$ cat src/rtl/core/crcdl_pkg.sv
`timescale 1ns / 1ps

package crcdl_pkg;

  localparam logic [15:0] CrcPoly = 16'h1021;
  localparam logic [15:0] CrcInit = 16'h0000;
  localparam logic [3:0] AttemptsReset = 4'd5;

  localparam logic ModeByte = 1'b0;
  localparam logic ModeReadback = 1'b1;

  typedef enum logic [2:0] {
    ST_SEND        = 3'd0,
    ST_ACCEPTED    = 3'd1,
    ST_RESEND      = 3'd2,
    ST_FAILED      = 3'd3,
    ST_OUT_OF_TURN = 3'd4
  } status_e;

  typedef struct packed {
    logic        mode;
    logic [7:0]  data_byte;
    logic        last_of_line;
    logic        final_line;
    logic [15:0] readback_crc;
  } in_item_t;

  typedef struct packed {
    status_e     status;
    logic [15:0] expected_crc;
    logic [9:0]  send_length;
    logic [3:0]  attempt_count;
  } out_item_t;

  // one byte folded into crc-16/xmodem, msb first
  function automatic logic [15:0] crc_byte(input logic [15:0] crc, input logic [7:0] b);
    logic [15:0] c;
    c = crc ^ {b, 8'h00};
    for (int k = 0; k < 8; k++) begin
      if (c[15]) begin
        c = {c[14:0], 1'b0} ^ CrcPoly;
      end else begin
        c = {c[14:0], 1'b0};
      end
    end
    return c;
  endfunction

endpackage

$ cat src/rtl/core/crcdl_in_if.sv
`timescale 1ns / 1ps

interface crcdl_in_if;
  logic               valid;
  logic               ready;
  crcdl_pkg::in_item_t data;

  modport source (output valid, output data, input ready);
  modport sink (input valid, input data, output ready);
endinterface

$ cat src/rtl/core/crcdl_out_if.sv
`timescale 1ns / 1ps

interface crcdl_out_if;
  logic                valid;
  logic                ready;
  crcdl_pkg::out_item_t data;

  modport source (output valid, output data, input ready);
  modport sink (input valid, input data, output ready);
endinterface

$ cat src/rtl/core/crc_checked_download_verifier_core.sv
`timescale 1ns / 1ps

// download line verifier with crc-16/xmodem (poly 0x1021, init 0, no reflection)
// in_i carries one transaction per line byte (mode 0, command byte first) or
// per crc readback from the device (mode 1). out_o carries at most one result
// per input transaction: send line (failed if over-long) at line end, then accepted / resend / failed
// for each readback, or out of turn for an item that does not fit the state.
// cfg_we_i / cfg_wdata_i write max_attempts (reset 5); the user must write it
// only while the block is idle, the block itself does not enforce this. one
// transaction per cycle is taken while out_o is not stalled; the byte-wide crc
// update and the trim bookkeeping sit between the accepted item and the result
// register, so a result appears on out_o in the cycle after its input transaction.
// the single result register is the only buffer: while out_o is stalled with a
// result pending, in_i.ready is low; it rises again in the cycle the result is
// taken, so a streaming receiver sees full rate. reset clears all line state and
// the result valid flag and loads max_attempts with 5; no clearing pass is needed.
module crc_checked_download_verifier_core #(
  parameter int MAX_LINE_BYTES = 1024,
  parameter int GROUP_SIZE     = 5,
  parameter int HEADER_BYTES   = 3
) (
  input  logic       clk_i,
  input  logic       rst_ni,
  input  logic       cfg_we_i,
  input  logic [3:0] cfg_wdata_i,
  crcdl_in_if.sink   in_i,
  crcdl_out_if.source out_o
);

  localparam int CntW = $clog2(MAX_LINE_BYTES + 2);
  localparam int GrpW = $clog2(GROUP_SIZE + 1);

  logic [3:0]      max_att_q;
  logic [15:0]     crc_run_q, crc_run_d;
  logic [15:0]     crc_conf_q, crc_conf_d;
  logic [CntW-1:0] cnt_q, cnt_d;
  logic [CntW-1:0] conf_len_q, conf_len_d;
  logic [GrpW-1:0] grp_pos_q, grp_pos_d;
  logic            grp_nz_q, grp_nz_d;
  logic            trim_q, trim_d;
  logic            await_q, await_d;
  logic [3:0]      att_q, att_d;
  logic            final_q, final_d;

  logic                 out_valid_q, out_valid_d;
  crcdl_pkg::out_item_t out_data_q, out_data_d;

  logic                 in_fire;
  logic                 emit;
  crcdl_pkg::out_item_t res;
  crcdl_pkg::in_item_t  it;
  logic [CntW-1:0]      plen;
  logic [CntW+9:0]      plen_ext;

  assign in_i.ready = !out_valid_q || out_o.ready;
  assign in_fire    = in_i.valid && in_i.ready;
  assign it         = in_i.data;

  assign out_o.valid = out_valid_q;
  assign out_o.data  = out_data_q;

  always_comb begin
    crc_run_d  = crc_run_q;
    crc_conf_d = crc_conf_q;
    cnt_d      = cnt_q;
    conf_len_d = conf_len_q;
    grp_pos_d  = grp_pos_q;
    grp_nz_d   = grp_nz_q;
    trim_d     = trim_q;
    await_d    = await_q;
    att_d      = att_q;
    final_d    = final_q;
    emit       = 1'b0;
    plen       = (conf_len_q != '0) ? conf_len_q - 1'b1 : '0;
    plen_ext   = {10'b0, plen};
    res.status        = crcdl_pkg::ST_OUT_OF_TURN;
    res.expected_crc  = '0;
    res.send_length   = '0;
    res.attempt_count = att_q;

    if (it.mode == crcdl_pkg::ModeByte) begin
      if (await_q) begin
        emit = 1'b1;
      end else begin
        if (cnt_q == '0) begin
          final_d = it.final_line;
        end
        if (32'(cnt_q) <= MAX_LINE_BYTES) begin
          cnt_d = cnt_q + 1'b1;
        end
        if (!trim_q) begin
          crc_run_d = crcdl_pkg::crc_byte(crc_run_q, it.data_byte);
          if (!final_d || (32'(cnt_q) < HEADER_BYTES)) begin
            crc_conf_d = crc_run_d;
            conf_len_d = cnt_d;
          end else begin
            grp_pos_d = grp_pos_q + 1'b1;
            grp_nz_d  = grp_nz_q || (it.data_byte != 8'h00);
            if (32'(grp_pos_d) >= GROUP_SIZE) begin
              if (grp_nz_d) begin
                crc_conf_d = crc_run_d;
                conf_len_d = cnt_d;
              end else begin
                trim_d = 1'b1;
              end
              grp_pos_d = '0;
              grp_nz_d  = 1'b0;
            end
          end
        end
        if (it.last_of_line) begin
          emit = 1'b1;
          // a trailing partial group stays in the counted part
          if (!trim_d && (grp_pos_d != '0)) begin
            crc_conf_d = crc_run_d;
            conf_len_d = cnt_d;
          end
          if (32'(cnt_d) > MAX_LINE_BYTES) begin
            res.status        = crcdl_pkg::ST_FAILED;
            res.attempt_count = '0;
            await_d = 1'b1;  // cleared below with the rest of the line
          end else begin
            plen     = (conf_len_d != '0) ? conf_len_d - 1'b1 : '0;
            plen_ext = {10'b0, plen};
            await_d = 1'b1;
            att_d   = 4'd1;
            res.status        = crcdl_pkg::ST_SEND;
            res.expected_crc  = crc_conf_d;
            res.send_length   = plen_ext[9:0];
            res.attempt_count = 4'd1;
          end
        end
      end
    end else begin
      emit = 1'b1;
      if (await_q) begin
        res.expected_crc  = crc_conf_q;
        res.send_length   = plen_ext[9:0];
        res.attempt_count = att_q;
        if (it.readback_crc == crc_conf_q) begin
          res.status = crcdl_pkg::ST_ACCEPTED;
        end else if (att_q < max_att_q) begin
          res.status        = crcdl_pkg::ST_RESEND;
          att_d             = att_q + 1'b1;
          res.attempt_count = att_d;
        end else begin
          res.status = crcdl_pkg::ST_FAILED;
        end
      end
    end

    // line ends in accepted or failed: start the next line from scratch
    if (emit && (res.status == crcdl_pkg::ST_ACCEPTED || res.status == crcdl_pkg::ST_FAILED)) begin
      crc_run_d  = crcdl_pkg::CrcInit;
      crc_conf_d = crcdl_pkg::CrcInit;
      cnt_d      = '0;
      conf_len_d = '0;
      grp_pos_d  = '0;
      grp_nz_d   = 1'b0;
      trim_d     = 1'b0;
      await_d    = 1'b0;
      att_d      = '0;
      final_d    = 1'b0;
    end
  end

  always_comb begin
    out_valid_d = out_valid_q;
    out_data_d  = out_data_q;
    if (in_fire) begin
      out_valid_d = emit;
      if (emit) begin
        out_data_d = res;
      end
    end else if (out_o.ready) begin
      out_valid_d = 1'b0;
    end
  end

  always_ff @(posedge clk_i or negedge rst_ni) begin
    if (!rst_ni) begin
      max_att_q   <= crcdl_pkg::AttemptsReset;
      crc_run_q   <= crcdl_pkg::CrcInit;
      crc_conf_q  <= crcdl_pkg::CrcInit;
      cnt_q       <= '0;
      conf_len_q  <= '0;
      grp_pos_q   <= '0;
      grp_nz_q    <= 1'b0;
      trim_q      <= 1'b0;
      await_q     <= 1'b0;
      att_q       <= '0;
      final_q     <= 1'b0;
      out_valid_q <= 1'b0;
    end else begin
      if (cfg_we_i) begin
        max_att_q <= cfg_wdata_i;
      end
      if (in_fire) begin
        crc_run_q  <= crc_run_d;
        crc_conf_q <= crc_conf_d;
        cnt_q      <= cnt_d;
        conf_len_q <= conf_len_d;
        grp_pos_q  <= grp_pos_d;
        grp_nz_q   <= grp_nz_d;
        trim_q     <= trim_d;
        await_q    <= await_d;
        att_q      <= att_d;
        final_q    <= final_d;
      end
      out_valid_q <= out_valid_d;
    end
  end

  always_ff @(posedge clk_i) begin
    out_data_q <= out_data_d;
  end

endmodule

$ cat src/flat_wrapper.sv
// flat-port wrapper written by rule: the top's interface ports become plain ports
module crc_checked_download_verifier_core_flat 
#(
  parameter int MAX_LINE_BYTES = 1024,
  parameter int GROUP_SIZE     = 5,
  parameter int HEADER_BYTES   = 3
)
  (clk_i, rst_ni, cfg_we_i, cfg_wdata_i, in_i_valid, in_i_data, in_i_ready, out_o_valid, out_o_data, out_o_ready);
  crcdl_in_if in_i_i ();
  crcdl_out_if out_o_i ();
  input  logic clk_i;
  input  logic rst_ni;
  input  logic cfg_we_i;
  input  logic [3:0] cfg_wdata_i;
  input wire logic [$bits(in_i_i.valid)-1:0] in_i_valid;
  input wire logic [$bits(in_i_i.data)-1:0] in_i_data;
  output wire logic [$bits(in_i_i.ready)-1:0] in_i_ready;
  output wire logic [$bits(out_o_i.valid)-1:0] out_o_valid;
  output wire logic [$bits(out_o_i.data)-1:0] out_o_data;
  input wire logic [$bits(out_o_i.ready)-1:0] out_o_ready;
  assign in_i_i.valid = in_i_valid;
  assign in_i_i.data = in_i_data;
  assign in_i_ready = in_i_i.ready;
  assign out_o_valid = out_o_i.valid;
  assign out_o_data = out_o_i.data;
  assign out_o_i.ready = out_o_ready;
  crc_checked_download_verifier_core #(.MAX_LINE_BYTES(MAX_LINE_BYTES), .GROUP_SIZE(GROUP_SIZE), .HEADER_BYTES(HEADER_BYTES)) u_core (.clk_i(clk_i), .rst_ni(rst_ni), .cfg_we_i(cfg_we_i), .cfg_wdata_i(cfg_wdata_i), .in_i(in_i_i), .out_o(out_o_i));
endmodule
$ cat config.mk
export PLATFORM = sky130hd
export DESIGN_NAME = crc_checked_download_verifier_core_flat
export DESIGN_NICKNAME = d
export VERILOG_FILES = /design/src/rtl/core/crcdl_pkg.sv /design/src/rtl/core/crcdl_in_if.sv /design/src/rtl/core/crcdl_out_if.sv /design/src/rtl/core/crc_checked_download_verifier_core.sv /design/src/flat_wrapper.sv
export SDC_FILE = /design/constraint.sdc
export NUM_CORES = 1
export LEC_CHECK = 0
export BUFFER_PORTS_ARGS = -buffer_cell sky130_fd_sc_hd__buf_2
export CORE_AREA = 2 2 119 121
export CTS_BUF_LIST = sky130_fd_sc_hd__clkbuf_8
export DETAILED_ROUTE_END_ITERATION = 10
export DIE_AREA = 0 0 121 123
export MAX_ROUTING_LAYER = met4
export PLACE_DENSITY = 0.67
export SYNTH_ARGS = -nofsm -noshare
export SYNTH_HDL_FRONTEND = slang
export SYNTH_SLANG_ARGS = --single-unit
$ cat constraint.sdc
create_clock -name clk_i -period 3.1 [get_ports clk_i]
set_input_delay 0.31 -clock clk_i [delete_from_list [all_inputs] [get_ports clk_i]]
set_output_delay 0.31 -clock clk_i [all_outputs]
set_load 0.02 [all_outputs]
# Word-level counts from Yosys, hierarchy flattened
# Index checks and enable logic that the tools add are counted.
[totals]
reg_bits = 103
in_bits = 36
wordCells = 182
[classes]
add_sub_neg = 5
magnitude_cmp = 5
eq_ne = 10
muxes = 115
n_bitwise = 9
n_reduce_logical = 22
[ops]
columns = ["cell", "count"]
rows = [
  ["$mux 16", 34],
  ["$mux 11", 18],
  ["$mux 33", 4],
  ["$mux 13", 8],
  ["$mux 4", 8],
  ["$mux 1", 30],
  ["$mux 3", 9],
  ["$mux 26", 1],
  ["$not 3->3", 8],
  ["$reduce_bool 11->1", 2],
  ["$mux 10", 2],
  ["$sub 10x1->10 const B", 2],
  ["$eq 16x16->1", 1],
  ["$xor 16x16->16", 1],
  ["$add 11x1->11 const B", 1],
  ["$gt 11x11->1 const B", 1],
  ["$le 11x11->1 const B", 1],
  ["$logic_not 11->1", 1],
  ["$lt 11x2->1 const B", 1],
  ["$reduce_and 5->1", 2],
  ["$reduce_bool 8->1", 1],
  ["$ne 2x2->1 const B", 3],
  ["$ne 3x3->1 const B", 2],
  ["$reduce_bool 3->1", 2],
  ["15 further kinds", 23],
]

# Logic depth before layout (Yosys ltp)
[logic_depth]
ltp_word = 52
ltp_mapped = 12

# Worst setup path before layout
# OpenSTA, ideal clock, no wires.
[synth_timing]
path_type = "reg2reg"
start = "register u_core.cnt_q[0]"
end = "register u_core.out_data_q, in the netlist u_core.out_o.data[5] (data pin)"
setup_ns = 0.176
arrival_time_ns = 2.650
required_time_ns = 2.924
path_slack_ns = 0.274
path_stages_with_launch = 12
synth_period_minus_slack_ns = 2.826
path_cell_list = "dfrtp_1 > clkbuf_1 > inv_1 > ha_1 > and3b_1 > nand4_1 > o2111a_1 > clkbuf_1 > a41oi_4 > nor2_2 > o211ai_2 > o32ai_1"
[synth_rtl]
columns = ["element", "line_no", "rtl"]
rows = [
  ["start, declared", "crc_checked_download_verifier_core.sv:36", "logic [CntW-1:0] cnt_q, cnt_d;"],
  ["start signal, assigned", "crc_checked_download_verifier_core.sv:201", "cnt_q <= cnt_d;"],
  ["end signal, assigned", "crc_checked_download_verifier_core.sv:215", "out_data_q <= out_data_d;"],
  ["end, declared", "crc_checked_download_verifier_core.sv:46", "crcdl_pkg::out_item_t out_data_q, out_data_d;"],
]

==> flow_summary.ini <==
[job]
max-cap-violations = 0

[logic_synthesis]
synth.net_count = 613
synth-compound-area-share_pct = 22.5
synth_area_sq_um = 5980
synth.mux.area_fraction_pct = 2.47
synthSimpleGateAreaFrac_pct = 14.1
synth-main-ff-cell = dfrtp_1
synth_fa_ha_area_share_pct = 1.88
ys_seq_area_share_pct = 45.9
yosysUniqueCellTypes = 76
synth_top_family_by_area = compound AO/OA/AOI/OAI gates
synthArstFlopShare_pct = 68.0
syn_inst = 568
synth-edff-count = 33
synth_xor_xnor_area_share_pct = 9.23
avgSynthCellArea_sq_um = 10.5
synth_seq_cells = 103
ys_warn_count = 0

[grt]
grt_pass1_wl_mm = 24.9
grt_pass1_vias = 4758
antenna_found_initial = 0
grt_max_degree = 40
grt.overflow.total = 0
grt_usage_pct = 21.8

[outcome]
outcome = finished, final reports clean

[clock_tree]
clkLatencyLatePin_ps = 370
cts.sinks = 103
path_clk_slew_ps = 100
htree_levels = 3
numCtsBuffers = 9
cts_tree = built
clk_path_buf_depth = 2
clockRootBuffer = clkbuf_8

[die]
initial_core_util_pct = 43.9
core_area_sq_um = 13600
rows = 43
die_w_microns = 121
fp.dieH_microns = 123
io-pin-count = 71
die-area_sq_um = 14900

[finish]
mostFrequentLayoutCell = buf_2
final_cell_mix = buf_2, dfrtp_1, xnor2_1
drive_gt1_share_pct = 21.3
final_nets = 687
fin_util_pct = 49.8
antenna_cells = 0
area_growth_pct = 13.5
final_area_sq_um = 6780

[timing]
final.min_clock_period_ps = 2870
timing_hold_violations_final = 0
relSlewSlack_pct = 27.1
layout_setup_ws_ps = 231
min_period_over_period_pct = 92.6
rsz0062_at_grt = false
whs_ps = 27.1
fin_skew_ps = 13.5
max_freq_ghz = 0.349
setup_viol = 0
drv_slew = 0
max_slew.worst_pin.slew_ps = 1090

[critical_path]
cp-start-kind = flop
arrival_ps = 3050
worst_r2r_path_depth = 8
path_class = flop to flop
critPathRequiredTime_ps = 3280
crit_path_end_kind = flop
worst-path-max-fanout = 9

[route]
ant_nets = 0
vias = 4876
drcViolationCount = 0
wl_mm = 15.2
viasPerCell = 5.90
dr.pass1.iters = 5
drtIter0Drc = 428
wire_per_inst_microns = 18.3

[placed_design]
dpl.hpwl_mm = 11.4
dp_slack_ps = -7.54
placed_cell_area_sq_um = 6570
gp_congestion = 0.935
numPortBuffers = 70

[pwr]
cellPowerDensity_nw_per_um2 = 942
p_leak_nw = 2.86
ir_worst_vdd_mv = 0.261
p_total_w = 0.00639

[hold_path]
hp-class = input pin to asynchronous set/reset pin
==> worst paths after layout <==
kind                                                       start                          endpoint  slack (ps)
min in group clk_i                                cfg_wdata_i[2]   u_core.max_att_q[2]$_DFFE_PN1P_         160
worst min register to register  u_core.crc_run_q[15]$_DFFE_PN0P_  u_core.crc_run_q[15]$_DFFE_PN0P_         520
worst max-delay path                 u_core.cnt_q[0]$_DFFE_PN0P_   u_core.out_o.data[11]$_DFFE_PP_         230
worst max register to register       u_core.cnt_q[0]$_DFFE_PN0P_   u_core.out_o.data[11]$_DFFE_PP_         230
max in group asynchronous                                 rst_ni   u_core.max_att_q[2]$_DFFE_PN1P_        2340
worst min-delay path                                      rst_ni    u_core.out_o.valid$_DFFE_PN0P_          30
==> metrics by stage <==
| stage | cells | TNS [ps] |
|---|---|---|
| final | 827 | 0 |
| after global routing | 827 | 0 |
| after CTS | 824 | 0 |
| after detailed placement | 808 | -7.88 |
| after global placement | 808 | 0 |
| after floorplan | 568 | 0 |
==> cell type report <==
cell class / instances / area [sq um]
clock buffer: 9 / 124
inverter: 20 / 75.1
multi-input combinational: 415 / 3020
tap: 180 / 225
sequential: 103 / 2750
clock inverter: 7 / 41.3
fill: 1210 / 6830
timing repair buffer: 93 / 548
==> layer usage <==
layer  vias to the layer above  part of all wire, %  track usage, %
met1                      2377                   44            28.4
met2                       197                   48            34.7
li1                       2273                    -               -
met5                         -                    0               -
met4                         0                  2.6            8.50
met3                        29                  5.6            3.18
==> sequential cells by signal, indices dropped and copies added, names as in the netlist <==
| name | cells |
|---|---|
| u_core.grp_nz_q | 1 |
| u_core.grp_pos_q | 3 |
| u_core.final_q | 1 |
| u_core.crc_run_q | 16 |
| u_core.crc_conf_q | 16 |
| u_core.out_o.valid | 1 |
| u_core.conf_len_q | 11 |
| u_core.trim_q | 1 |
| u_core.cnt_q | 11 |
| u_core.max_att_q | 4 |
| u_core.out_o.data | 33 |
| u_core.att_q | 4 |
| u_core.await_q | 1 |
==> repair_timing <==
action	CTS	global route
hold buffers	0	0
buffers inserted	0	3
gates cloned	0	0
setup endpoints to repair	10	52
gates resized for setup	2	3
pin swaps	0	3
==> synth_stat cells, types with 15 or more instances <==
cell	number	area share (%)
edfxtp_1	33	17
nand2_1	40	2.5
nor2_1	34	2.1
a21oi_1	16	1.3
xor2_1	17	2.5
xnor2_1	46	6.7
o2bb2ai_1	23	3.4
a22o_1	39	5.7
inv_1	20	1.3
o21ai_0	22	1.8
dfrtp_1	68	28
clkbuf_1	15	0.94
==> worst max-delay path, cell delays in order (launching register included) <==
cell and delay [ps]:
dfrtp_1 510, ha_1 260, and4b_1 340, o211ai_1 180, a21boi_2 260, a41oi_4 220, nor2_2 290, o211ai_2 240
o32ai_1 370
==> cell families after synthesis <==
kind of cell / Yosys count
fa+ha+maj: 9
compound gates: 167
mux: 14
buf+inv: 50
flops: 103
simple gates: 162
xor+xnor: 63
==> where the power goes <==
part / total (W) / switching [W] / leakage (nW) / internal (W)
Sequential: 0.00233 / 0.000453 / 1.25 / 0.00188
Combinational: 0.00330 / 0.00194 / 1.51 / 0.00137
Clock: 0.000758 / 0.000469 / 0.0963 / 0.000289
Total: 0.00639 / 0.00286 / 2.86 / 0.00353
No activity file was read; power rests on OpenSTA's default activity.
